===== config.mk =====
export PLATFORM = sky130hd
export DESIGN_NAME = texture_slot_batch_assigner_unit_flat
export DESIGN_NICKNAME = d
export VERILOG_FILES = /design/src/hw/rtl/tsba_pkg.sv /design/src/hw/rtl/tsba_in_if.sv /design/src/hw/rtl/tsba_out_if.sv /design/src/hw/rtl/texture_slot_batch_assigner_unit.sv /design/src/flat_wrapper.sv
export SDC_FILE = /design/constraint.sdc
export NUM_CORES = 1
export LEC_CHECK = 0
export ABC_CLOCK_PERIOD_IN_PS = 7800
export BUFFER_PORTS_ARGS = -buffer_cell sky130_fd_sc_hd__buf_2
export CAP_MARGIN = 20
export CORE_UTILIZATION = 45
export DETAILED_ROUTE_END_ITERATION = 6
export GPL_ROUTABILITY_DRIVEN = 0
export PLACE_DENSITY_LB_ADDON = 0.1
export SYNTH_ARGS = -nofsm -noshare
export SYNTH_HDL_FRONTEND = slang
export SYNTH_SLANG_ARGS = --single-unit

===== constraint.sdc =====
create_clock -name clk_i -period 7.8 [get_ports clk_i]
set_input_delay 1.56 -clock clk_i [delete_from_list [all_inputs] [get_ports clk_i]]
set_output_delay 1.56 -clock clk_i [all_outputs]
set_load 0.02 [all_outputs]

===== src/hw/rtl/tsba_pkg.sv =====
package tsba_pkg;

  // Field widths of the request and result beats
  localparam int unsigned TexW     = 32;
  localparam int unsigned IdxCntW  = 16;
  localparam int unsigned SlotCntW = 6;
  localparam int unsigned SlotOutW = 5;
  localparam int unsigned CfgDataW = 16;

  typedef logic [TexW-1:0]     texture_t;
  typedef logic [IdxCntW-1:0]  idx_cnt_t;
  typedef logic [SlotCntW-1:0] slot_cnt_t;
  typedef logic [SlotOutW-1:0] slot_out_t;
  typedef logic [CfgDataW-1:0] cfg_data_t;

  // Request opcodes
  typedef enum logic {
    OP_QUAD  = 1'b0,
    OP_FLUSH = 1'b1
  } op_e;

  // Configuration register indexes
  typedef enum logic {
    CFG_INDEX_LIMIT = 1'b0,
    CFG_SLOT_LIMIT  = 1'b1
  } cfg_reg_e;

  // Each quad adds two triangles
  localparam idx_cnt_t QuadIndices   = 16'd6;
  localparam idx_cnt_t IndexLimitCap = 16'd65532;
  localparam idx_cnt_t IndexLimitRst = 16'd60000;
  localparam slot_cnt_t SlotLimitRst = 6'd32;
  localparam slot_cnt_t SlotLimitMin = 6'd2;

endpackage


===== src/hw/rtl/tsba_in_if.sv =====
interface tsba_in_if import tsba_pkg::*; ();
  logic     valid;
  logic     ready;
  logic     op;
  texture_t texture_id;

  modport source (output valid, op, texture_id, input ready);
  modport sink   (input valid, op, texture_id, output ready);
endinterface


===== src/hw/rtl/tsba_out_if.sv =====
interface tsba_out_if import tsba_pkg::*; ();
  logic      valid;
  logic      ready;
  slot_out_t slot_index;
  logic      batch_closed;
  idx_cnt_t  closed_index_count;
  slot_cnt_t closed_slot_count;

  modport source (output valid, slot_index, batch_closed, closed_index_count,
                  closed_slot_count, input ready);
  modport sink   (input valid, slot_index, batch_closed, closed_index_count,
                  closed_slot_count, output ready);
endinterface


===== src/hw/rtl/texture_slot_batch_assigner_unit.sv =====
// Texture slot batch assigner.
// in_i carries one beat per quad request (op = quad, texture_id, 0 = color
// only) or an end-of-frame flush (op = flush). out_o returns exactly one
// beat per request: the slot given to the quad, and whether a non-empty
// batch was closed ahead of it, with that batch's index and slot counts.
// A flush closes a non-empty batch and returns slot 0.
// The request beat lands in an input register; a parallel compare against
// the slot table, the limit checks and the state update then run between
// that register and the result register. One request is taken every cycle
// as long as out_o is ready.
// When out_o stalls, the result holds, one more request may wait in the
// input register, then in_i.ready drops until the result is taken.
// Reset empties both registers, starts an empty batch (slot 1 is next,
// index count 0) and loads index_limit = 60000 and slot_limit = 32.
// cfg_we_i writes register cfg_idx_i (0 = index_limit, 1 = slot_limit)
// from cfg_data_i at the next rising edge; write only while idle.
module texture_slot_batch_assigner_unit import tsba_pkg::*; #(
  parameter int unsigned MAX_SLOTS = 32
) (
  input  logic        clk_i,
  input  logic        rst_ni,
  input  logic        cfg_we_i,
  input  logic        cfg_idx_i,
  input  cfg_data_t   cfg_data_i,
  tsba_in_if.sink     in_i,
  tsba_out_if.source  out_o
);

  localparam int unsigned SlotIw = $clog2(MAX_SLOTS);
  localparam int unsigned SuW    = $clog2(MAX_SLOTS + 1);
  localparam logic [6:0]  MaxSlots7 = 7'(MAX_SLOTS);

  typedef logic [SuW-1:0]    su_t;
  typedef logic [SlotIw-1:0] slot_t;

  // Configuration registers
  idx_cnt_t  index_limit_q;
  slot_cnt_t slot_limit_q;

  always_ff @(posedge clk_i or negedge rst_ni) begin
    if (!rst_ni) begin
      index_limit_q <= IndexLimitRst;
      slot_limit_q  <= SlotLimitRst;
    end else if (cfg_we_i) begin
      if (cfg_idx_i == CFG_INDEX_LIMIT) begin
        index_limit_q <= cfg_data_i;
      end else begin
        slot_limit_q <= cfg_data_i[SlotCntW-1:0];
      end
    end
  end

  // Pipeline handshake
  logic     in_v_q;
  logic     in_op_q;
  texture_t in_tex_q;
  logic     out_v_q;
  logic     out_adv;
  logic     fire;

  assign out_adv    = !out_v_q || out_o.ready;
  assign fire       = in_v_q && out_adv;
  assign in_i.ready = !in_v_q || out_adv;

  always_ff @(posedge clk_i or negedge rst_ni) begin
    if (!rst_ni) begin
      in_v_q <= 1'b0;
    end else if (in_i.ready) begin
      in_v_q <= in_i.valid;
    end
  end

  always_ff @(posedge clk_i) begin
    if (in_i.valid && in_i.ready) begin
      in_op_q  <= in_i.op;
      in_tex_q <= in_i.texture_id;
    end
  end

  // Batch state
  texture_t slot_tex_q [MAX_SLOTS];
  su_t      su_q, su_d;
  idx_cnt_t bi_q, bi_d;

  // Effective limits
  idx_cnt_t   lim_idx;
  logic [6:0] lim_slot7;
  su_t        lim_slot;

  always_comb begin
    lim_idx   = (index_limit_q > IndexLimitCap) ? IndexLimitCap : index_limit_q;
    lim_slot7 = {1'b0, slot_limit_q};
    if (slot_limit_q < SlotLimitMin) begin
      lim_slot7 = {1'b0, SlotLimitMin};
    end else if (lim_slot7 > MaxSlots7) begin
      lim_slot7 = MaxSlots7;
    end
    lim_slot = SuW'(lim_slot7);
  end

  // Lookup, close decisions and next state
  logic      pre_close;
  logic      tex_hit;
  slot_t     hit_idx;
  su_t       su_a, su_b;
  idx_cnt_t  bi_a, bi_b;
  logic      do_alloc;
  logic      closed;
  idx_cnt_t  cnt_idx;
  su_t       cnt_su;
  slot_t     slot_res;
  slot_t     new_slot;

  always_comb begin
    pre_close = (in_op_q == OP_FLUSH) || (bi_q >= lim_idx);
    closed    = pre_close && (bi_q != '0);
    cnt_idx   = closed ? bi_q : '0;
    cnt_su    = closed ? su_q : '0;
    bi_a      = pre_close ? '0 : bi_q;
    su_a      = pre_close ? su_t'(1) : su_q;

    // Parallel compare over the bound slots of the current batch
    tex_hit = 1'b0;
    hit_idx = '0;
    for (int unsigned j = 1; j < MAX_SLOTS; j++) begin
      if ((su_t'(j) < su_a) && (slot_tex_q[j] == in_tex_q)) begin
        tex_hit = 1'b1;
        hit_idx = hit_idx | slot_t'(j);
      end
    end

    do_alloc = (in_op_q == OP_QUAD) && (in_tex_q != '0) && !tex_hit;
    bi_b     = bi_a;
    su_b     = su_a;
    // Slots full: close before binding the new texture
    if (do_alloc && (su_a >= lim_slot)) begin
      if (bi_a != '0) begin
        closed  = 1'b1;
        cnt_idx = bi_a;
        cnt_su  = su_a;
      end
      bi_b = '0;
      su_b = su_t'(1);
    end
    new_slot = su_b[SlotIw-1:0];

    slot_res = '0;
    if (in_op_q == OP_QUAD && in_tex_q != '0) begin
      slot_res = tex_hit ? hit_idx : new_slot;
    end

    if (in_op_q == OP_FLUSH) begin
      bi_d = '0;
      su_d = su_t'(1);
    end else begin
      bi_d = bi_b + QuadIndices;
      su_d = do_alloc ? su_b + su_t'(1) : su_b;
    end
  end

  always_ff @(posedge clk_i or negedge rst_ni) begin
    if (!rst_ni) begin
      bi_q <= '0;
      su_q <= su_t'(1);
    end else if (fire) begin
      bi_q <= bi_d;
      su_q <= su_d;
    end
  end

  // Slot table write on a new binding
  always_ff @(posedge clk_i) begin
    if (fire && do_alloc) begin
      slot_tex_q[new_slot] <= in_tex_q;
    end
  end

  // Result register
  slot_out_t out_slot_q;
  logic      out_closed_q;
  idx_cnt_t  out_cnt_idx_q;
  slot_cnt_t out_cnt_slot_q;

  always_ff @(posedge clk_i or negedge rst_ni) begin
    if (!rst_ni) begin
      out_v_q <= 1'b0;
    end else if (out_adv) begin
      out_v_q <= in_v_q;
    end
  end

  always_ff @(posedge clk_i) begin
    if (fire) begin
      out_slot_q     <= SlotOutW'(slot_res);
      out_closed_q   <= closed;
      out_cnt_idx_q  <= cnt_idx;
      out_cnt_slot_q <= SlotCntW'(cnt_su);
    end
  end

  assign out_o.valid              = out_v_q;
  assign out_o.slot_index         = out_slot_q;
  assign out_o.batch_closed       = out_closed_q;
  assign out_o.closed_index_count = out_cnt_idx_q;
  assign out_o.closed_slot_count  = out_cnt_slot_q;

endmodule

===== src/flat_wrapper.sv =====
// flat-port wrapper written by rule: the top's interface ports become plain ports
module texture_slot_batch_assigner_unit_flat import tsba_pkg::*;
#(
  parameter int unsigned MAX_SLOTS = 32
)
  (clk_i, rst_ni, cfg_we_i, cfg_idx_i, cfg_data_i, in_i_valid, in_i_op, in_i_texture_id, in_i_ready, out_o_valid, out_o_slot_index, out_o_batch_closed, out_o_closed_index_count, out_o_closed_slot_count, out_o_ready);
  tsba_in_if in_i_i ();
  tsba_out_if out_o_i ();
  input  logic clk_i;
  input  logic rst_ni;
  input  logic cfg_we_i;
  input  logic cfg_idx_i;
  input  cfg_data_t cfg_data_i;
  input wire logic [$bits(in_i_i.valid)-1:0] in_i_valid;
  input wire logic [$bits(in_i_i.op)-1:0] in_i_op;
  input wire logic [$bits(in_i_i.texture_id)-1:0] in_i_texture_id;
  output wire logic [$bits(in_i_i.ready)-1:0] in_i_ready;
  output wire logic [$bits(out_o_i.valid)-1:0] out_o_valid;
  output wire logic [$bits(out_o_i.slot_index)-1:0] out_o_slot_index;
  output wire logic [$bits(out_o_i.batch_closed)-1:0] out_o_batch_closed;
  output wire logic [$bits(out_o_i.closed_index_count)-1:0] out_o_closed_index_count;
  output wire logic [$bits(out_o_i.closed_slot_count)-1:0] out_o_closed_slot_count;
  input wire logic [$bits(out_o_i.ready)-1:0] out_o_ready;
  assign in_i_i.valid = in_i_valid;
  assign in_i_i.op = in_i_op;
  assign in_i_i.texture_id = in_i_texture_id;
  assign in_i_ready = in_i_i.ready;
  assign out_o_valid = out_o_i.valid;
  assign out_o_slot_index = out_o_i.slot_index;
  assign out_o_batch_closed = out_o_i.batch_closed;
  assign out_o_closed_index_count = out_o_i.closed_index_count;
  assign out_o_closed_slot_count = out_o_i.closed_slot_count;
  assign out_o_i.ready = out_o_ready;
  texture_slot_batch_assigner_unit #(.MAX_SLOTS(MAX_SLOTS)) u_core (.clk_i(clk_i), .rst_ni(rst_ni), .cfg_we_i(cfg_we_i), .cfg_idx_i(cfg_idx_i), .cfg_data_i(cfg_data_i), .in_i(in_i_i), .out_o(out_o_i));
endmodule

# [Yosys cells after proc, flatten, opt, wreduce, memory -nomap -nowiden]
# Memories as Yosys holds them, arrays and structs flattened.
# Cells that the tools add are included.
[word_totals] register_bits=107 latch_bits=0 ram_bits=1024 mem_bits_ro=0 output_inout_bits=30 n_memories=1
[op_classes] addsub=2 n_mul=0 div_mod_pow=0 n_lt_le_gt_ge=36 eq_ne=33 n_shift=0 mux=91 bitwise_logic=1 reduce_logical=49
[mem_list] memory="u_core.slot_tex_q" depth=32 width=32 read_ports=31 rd_ports_with_merged_regs=0 write_ports=1 line="texture_slot_batch_assigner_unit.sv:81" rtl="texture_t slot_tex_q [MAX_SLOTS];"
[op_table] op="$eq 32x32->1" count=31
[op_table] op="$mux 16" count=10
[op_table] op="$lt 5x6->1 const A" count=16
[op_table] op="$mux 5" count=17
[op_table] op="$mux 6" count=13
[op_table] op="$lt 4x6->1 const A" count=8
[op_table] op="$logic_and 1x1->1" count=38
[op_table] op="$mux 1" count=37
[op_table] op="$mux 4" count=8
[op_table] op="$reduce_bool 16->1" count=2
[op_table] op="$reduce_bool 32->1" count=1
[op_table] op="$lt 3x6->1 const A" count=4
[op_table] op="$add 16x3->16 const B" count=1
[op_table] op="$ge 16x16->1" count=1
[op_table] op="$gt 16x16->1 const B" count=1
[op_table] op="$lt 2x6->1 const A" count=2
[op_table] op="$mux 3" count=4
[op_table] op="$add 6x1->6 const B" count=1
[op_table] op="$ge 6x6->1" count=1
[op_table] op="$gt 6x6->1 const B" count=1
[op_table] op="$lt 1x6->1 const A" count=1
[op_table] op="$lt 6x2->1 const B" count=1
[op_table] op="$mux 2" count=2
[op_table] op="$reduce_and 2->1" count=2
[op_table] op="5 further kinds" count=9

# [Depth between registers and ports, before layout]
[logic_depth] depth_word=45 ltp_mapped=31 ltp_nobuf=29

# [Worst setup path before layout]
# Ideal clock, no wire load.
[synth_path] path_type="reg-to-reg" startpoint="reg u_core.index_limit_q[13]" endpoint="mem u_core.slot_tex_q[11][0] (netlist bit), enable pin" setup_ns=0.502 t_arrival_ns=7.648 slack_ns=-0.350 stages_incl_launch_ff=25 period_less_slack_ns=8.150 path_cell_list="dfstp_2 > nand4_1 > nor4_1 > nand2b_1 > ha_1 > nor2b_1 > o211a_1 > o31ai_4 > and3b_1 > buf_2 > nand2_1 > inv_1 > ha_1 > a21o_1 > a21o_1 > a21o_1 > a21o_1 > nand2_1 > or4_4 > buf_6 > and2_1 > inv_1 > ha_1 > inv_1 > nor4bb_1"
[synth_between] elab_chain_len=43 word_cells_on_any_way=106
[synth_lines] element="start: declaration" line="texture_slot_batch_assigner_unit.sv:37" rtl="idx_cnt_t index_limit_q;"
[synth_lines] element="start signal: assignment" line="texture_slot_batch_assigner_unit.sv:42" rtl="index_limit_q <= IndexLimitRst;"
[synth_lines] element="start signal: assignment" line="texture_slot_batch_assigner_unit.sv:46" rtl="index_limit_q <= cfg_data_i;"
[synth_lines] element="$gt 16x16->1" line="texture_slot_batch_assigner_unit.sv:91" rtl="lim_idx = (index_limit_q > IndexLimitCap) ? IndexLimitCap : index_limit_q;"
[synth_lines] element="$mux 16 (*)" line="texture_slot_batch_assigner_unit.sv:91"
[synth_lines] element="$ge 16x16->1 (*)" line="texture_slot_batch_assigner_unit.sv:115" rtl="pre_close = (in_op_q == OP_FLUSH) || (bi_q >= lim_idx);"
[synth_lines] element="$logic_or 1x1->1 (*)" line="texture_slot_batch_assigner_unit.sv:115"
[synth_lines] element="$mux 6 (*)" line="texture_slot_batch_assigner_unit.sv:120" rtl="su_a = pre_close ? su_t'(1) : su_q;"
[synth_lines] element="$lt 1x6->1" line="texture_slot_batch_assigner_unit.sv:126" rtl="if ((su_t'(j) < su_a) && (slot_tex_q[j] == in_tex_q)) begin"
[synth_lines] element="$logic_and 1x1->1" line="texture_slot_batch_assigner_unit.sv:126"
[synth_lines] element="$mux 1 (31 in a row)" line="texture_slot_batch_assigner_unit.sv:126"
[synth_lines] element="$logic_not 1->1" line="texture_slot_batch_assigner_unit.sv:132" rtl="do_alloc = (in_op_q == OP_QUAD) && (in_tex_q != '0) && !tex_hit;"
[synth_lines] element="$logic_and 1x1->1" line="texture_slot_batch_assigner_unit.sv:132"
[synth_lines] element="$logic_and 1x1->1" line="texture_slot_batch_assigner_unit.sv:173" rtl="if (fire && do_alloc) begin"
[synth_lines] element="$mux 1" line="texture_slot_batch_assigner_unit.sv:173"
[synth_lines] element="$mux 1 (implied by the code)" line="texture_slot_batch_assigner_unit.sv:174" rtl="slot_tex_q[new_slot] <= in_tex_q;"
[synth_lines] element="end: declaration" line="texture_slot_batch_assigner_unit.sv:81"
# Mark *: on every way between the ends. The rest lies on a longest branch, timed or not.

# [Worst setup path in the final report]
[layout_path] startpoint="reg u_core.index_limit_q[13]" endpoint="mem u_core.slot_tex_q[31][17] (netlist bit), enable pin"
# The elaborated chain is that of the path after synthesis.

==> flow_summary.json <==
{
  "crit_path_end_kind": "flop",
  "max_slew_margin_pct": 25.4,
  "ir_drop_mv": 0.214,
  "tightest_slew_ns": 1.12,
  "core_area_mm2": 0.105,
  "synth-warning-count": 0,
  "row_count": 119,
  "cellPowerDensity_mw_per_mm2": 248,
  "wirelength_um": 127000,
  "vias": 26200,
  "clock_sinks": 1099,
  "syn-num-nets": 3127,
  "p_int_uw": 10100,
  "clock_power_share_pct": 39.2,
  "cts-htree-levels": 3,
  "drive_above_1_share_pct": 13.8,
  "fmax_mhz": 142,
  "cp.required_ns": 8.15,
  "syn_to_final_growth_pct": 13.0,
  "final_util_pct": 51.4,
  "fin_skew_ns": 0.0282,
  "dp_hpwl_um": 77300,
  "synth_ff_type": "edfxtp_1",
  "grt_max_degree": 64,
  "route.detailed.drc": 36,
  "swShare_pct": 24.8,
  "clk_latency_ns": 0.72,
  "cts_buffers": 117,
  "placed_cells": 4534,
  "grt_pass1_vias": 26400,
  "violations": "DRC",
  "vias_per_cell": 5.51,
  "antenna_found_initial": 6,
  "syn_inst": 3045,
  "die_h_um": 328,
  "root_buffer": "clkbuf_16",
  "comb_power_share_pct": 10.3,
  "hold_buffers": 0,
  "run_status": "complete, but fails checks",
  "cp-start-kind": "flop",
  "syn_area_per_cell_um2": 15.7,
  "drt-pass1-iter-count": 7,
  "grt_setup_unrepaired": "false",
  "fin_setup_tns_ns": 0,
  "ys_ff_latch": 1099,
  "gr-usage-all-layers_pct": 23.7,
  "grt_pass1_wl_um": 184000,
  "synth_cell_type_count": 80,
  "cts_resized": 0,
  "wl_per_cell_um": 26.7,
  "synth-edff-count": 1053,
  "ioPinCount": 85,
  "ant_nets": 0,
  "synth_area_mm2": 0.0479,
  "cp.arrival_ns": 7.40,
  "crit_type": "reg2reg",
  "setup-violations-final": 0,
  "pwr-share-seq_pct": 50.4,
  "layout_commonest_cell": "edfxtp_1",
  "worst-path-max-fanout": 32,
  "drv_slew": 0,
  "die_width_um": 328,
  "portBuffers": 84,
  "clkTransAtPathRegs_ns": 0.06,
  "layoutNonFillerInstCount": 4749,
  "clk_path_buf_depth": 3,
  "hold_path.class": "reg2reg",
  "overflow": 0,
  "yosysSeqAreaShare_pct": 68.4,
  "drv_cap": 0,
  "post_cts_buffers": 0,
  "start_util_pct": 45.5,
  "drt_iter0_drc": 2422,
  "finalHoldViolCount": 0,
  "switchingPower_uw": 3330,
  "post-route-period-util_pct": 90.4,
  "finalCriticalPeriod_ns": 7.05,
  "final_nets": 3346,
  "p_leak_uw": 0.0180,
  "cts_tree": "done",
  "async_reset_ff_share_pct": 4.19,
  "dieArea_mm2": 0.108,
  "layout_common_cells": "edfxtp_1 (1053), xor2_1 (535), xnor2_1 (458)"
}
## power groups by stage
stage | registers (uW) | clock network (uW) | logic, uW
2_1_floorplan | 6860 | 0 | 824
3_3_place_gp | 6890 | 0 | 1350
3_5_place_dp | 6890 | 0 | 1390
4_1_cts | 6760 | 5380 | 1400
5_1_grt | 6770 | 5580 | 1490
6_report | 6770 | 5260 | 1390
## routing by layer
| layer | global-route usage, % | vias to the layer above | routed length, um |
|---|---|---|---|
| met2 | 37.9 | 709 | 59600 |
| met1 | 33.8 | 13600 | 58000 |
| met4 | 6.34 | 4 | 3110 |
| met3 | 3.37 | 189 | 6140 |
| li1 | - | 11700 | - |
| met5 | 0 | - | 27 |
## synth_stat cells (4+ instances only)
master / number / area (um^2)
o2111ai_1: 5 / 43.8
xnor2_1: 458 / 4010
buf_2: 8 / 40.0
a211oi_1: 4 / 30.0
nand3_1: 26 / 130
o211ai_1: 4 / 30.0
nor3_1: 33 / 165
clkbuf_1: 16 / 60.1
buf_8: 9 / 135
nor2_1: 27 / 101
a31oi_1: 8 / 50.1
nand2b_1: 15 / 93.8
dfrtp_1: 37 / 926
nand2_1: 69 / 259
o21ai_1: 6 / 30.0
dfstp_2: 9 / 236
edfxtp_1: 1053 / 31600
nor2b_1: 8 / 50.1
and2_1: 15 / 93.8
a21oi_1: 26 / 130
and3_1: 40 / 250
inv_1: 31 / 116
nor4_1: 170 / 1060
o21ai_0: 31 / 155
buf_4: 68 / 510
or2_2: 4 / 25.0
nand4_1: 148 / 926
a21o_1: 11 / 82.6
nor4b_2: 4 / 60.1
or3_1: 7 / 43.8
ha_1: 27 / 338
buf_6: 51 / 574
xor2_1: 535 / 4690
mux2_2: 8 / 90.1
## final cells by class
type	instances	area (um^2)
Fill cell	8812	51200
Sequential cell	1099	32800
Multi-Input combinational cell	1758	13700
Clock buffer	149	3050
Timing Repair Buffer	257	2190
Tap cell	1391	1740
Clock inverter	62	547
Inverter	31	116
Antenna cell	2	5.00
## through the flow
step / setup WS, ns / instance area (um^2) / total power, uW / hold WS (ns)
CTS: 0.816 / 54100 / 13500 / 0.500
detailed placement: 0.852 / 50500 / 8270 / 0.487
global route: 0.308 / 54200 / 13800 / 0.519
finish: 0.747 / 54200 / 13400 / 0.498
floorplan: 0.422 / 48000 / 7680 / 0.457
global placement: 1.03 / 50400 / 8240 / 0.464
## registers in the layout, summed over array words and instances (netlist names)
signal                           cells
u_core.bi_q                         16
u_core.in_op_q                       1
u_core.in_tex_q                     32
u_core.in_v_q                        1
u_core.index_limit_q                16
u_core.out_o.batch_closed            1
u_core.out_o.closed_index_count     16
u_core.out_o.closed_slot_count       6
u_core.out_o.slot_index              5
u_core.out_o.valid                   1
u_core.slot_limit_q                  6
u_core.slot_tex_q                  992
u_core.su_q                          6
## cell families after synthesis
group,synth area share [%]
buffers and inverters,3.14
AND/OR/NAND/NOR,7.33
multiplexers,0.188
XOR/XNOR,18.1
AO/OA/AOI/OAI,2.10
flip-flops,68.4
adder cells (fa/ha/maj),0.705
## worst max-delay path, stage by stage (launching register included)
cell and delay, ns:
dfstp_2 0.54, nand4_1 0.14, nor4_1 0.36, nand2b_1 0.16, ha_1 0.24, nor2b_1 0.14, o211a_1 0.23, o31ai_4 0.23
and3b_1 0.49, nand2_1 0.31, inv_1 0.21, ha_1 0.17, a21o_1 0.08, a21o_1 0.11, a21o_1 0.13, a21o_1 0.29
nand2_1 0.16, or4_4 0.66, and2_1 0.22, inv_1 0.08, ha_1 0.43, inv_1 0.26, nor3_1 0.34, and3_1 0.26
buf_4 0.40
## final timing paths
kind / startpoint / to / slack [ns] / cells past startpoint
max in group asynchronous: rst_ni / u_core.slot_limit_q[5] / 6.51 / 2
min in group asynchronous: rst_ni / u_core.in_v_q / 0.72 / 1
min reg2reg: u_core.in_v_q / u_core.out_o.valid / 0.50 / 1
max: u_core.index_limit_q[13] / u_core.slot_tex_q[31][17] / 0.75 / 24
max reg2reg: u_core.index_limit_q[13] / u_core.slot_tex_q[31][17] / 0.75 / 24
min: u_core.in_v_q / u_core.out_o.valid / 0.50 / 1
Power figures use the tool's default switching activity.
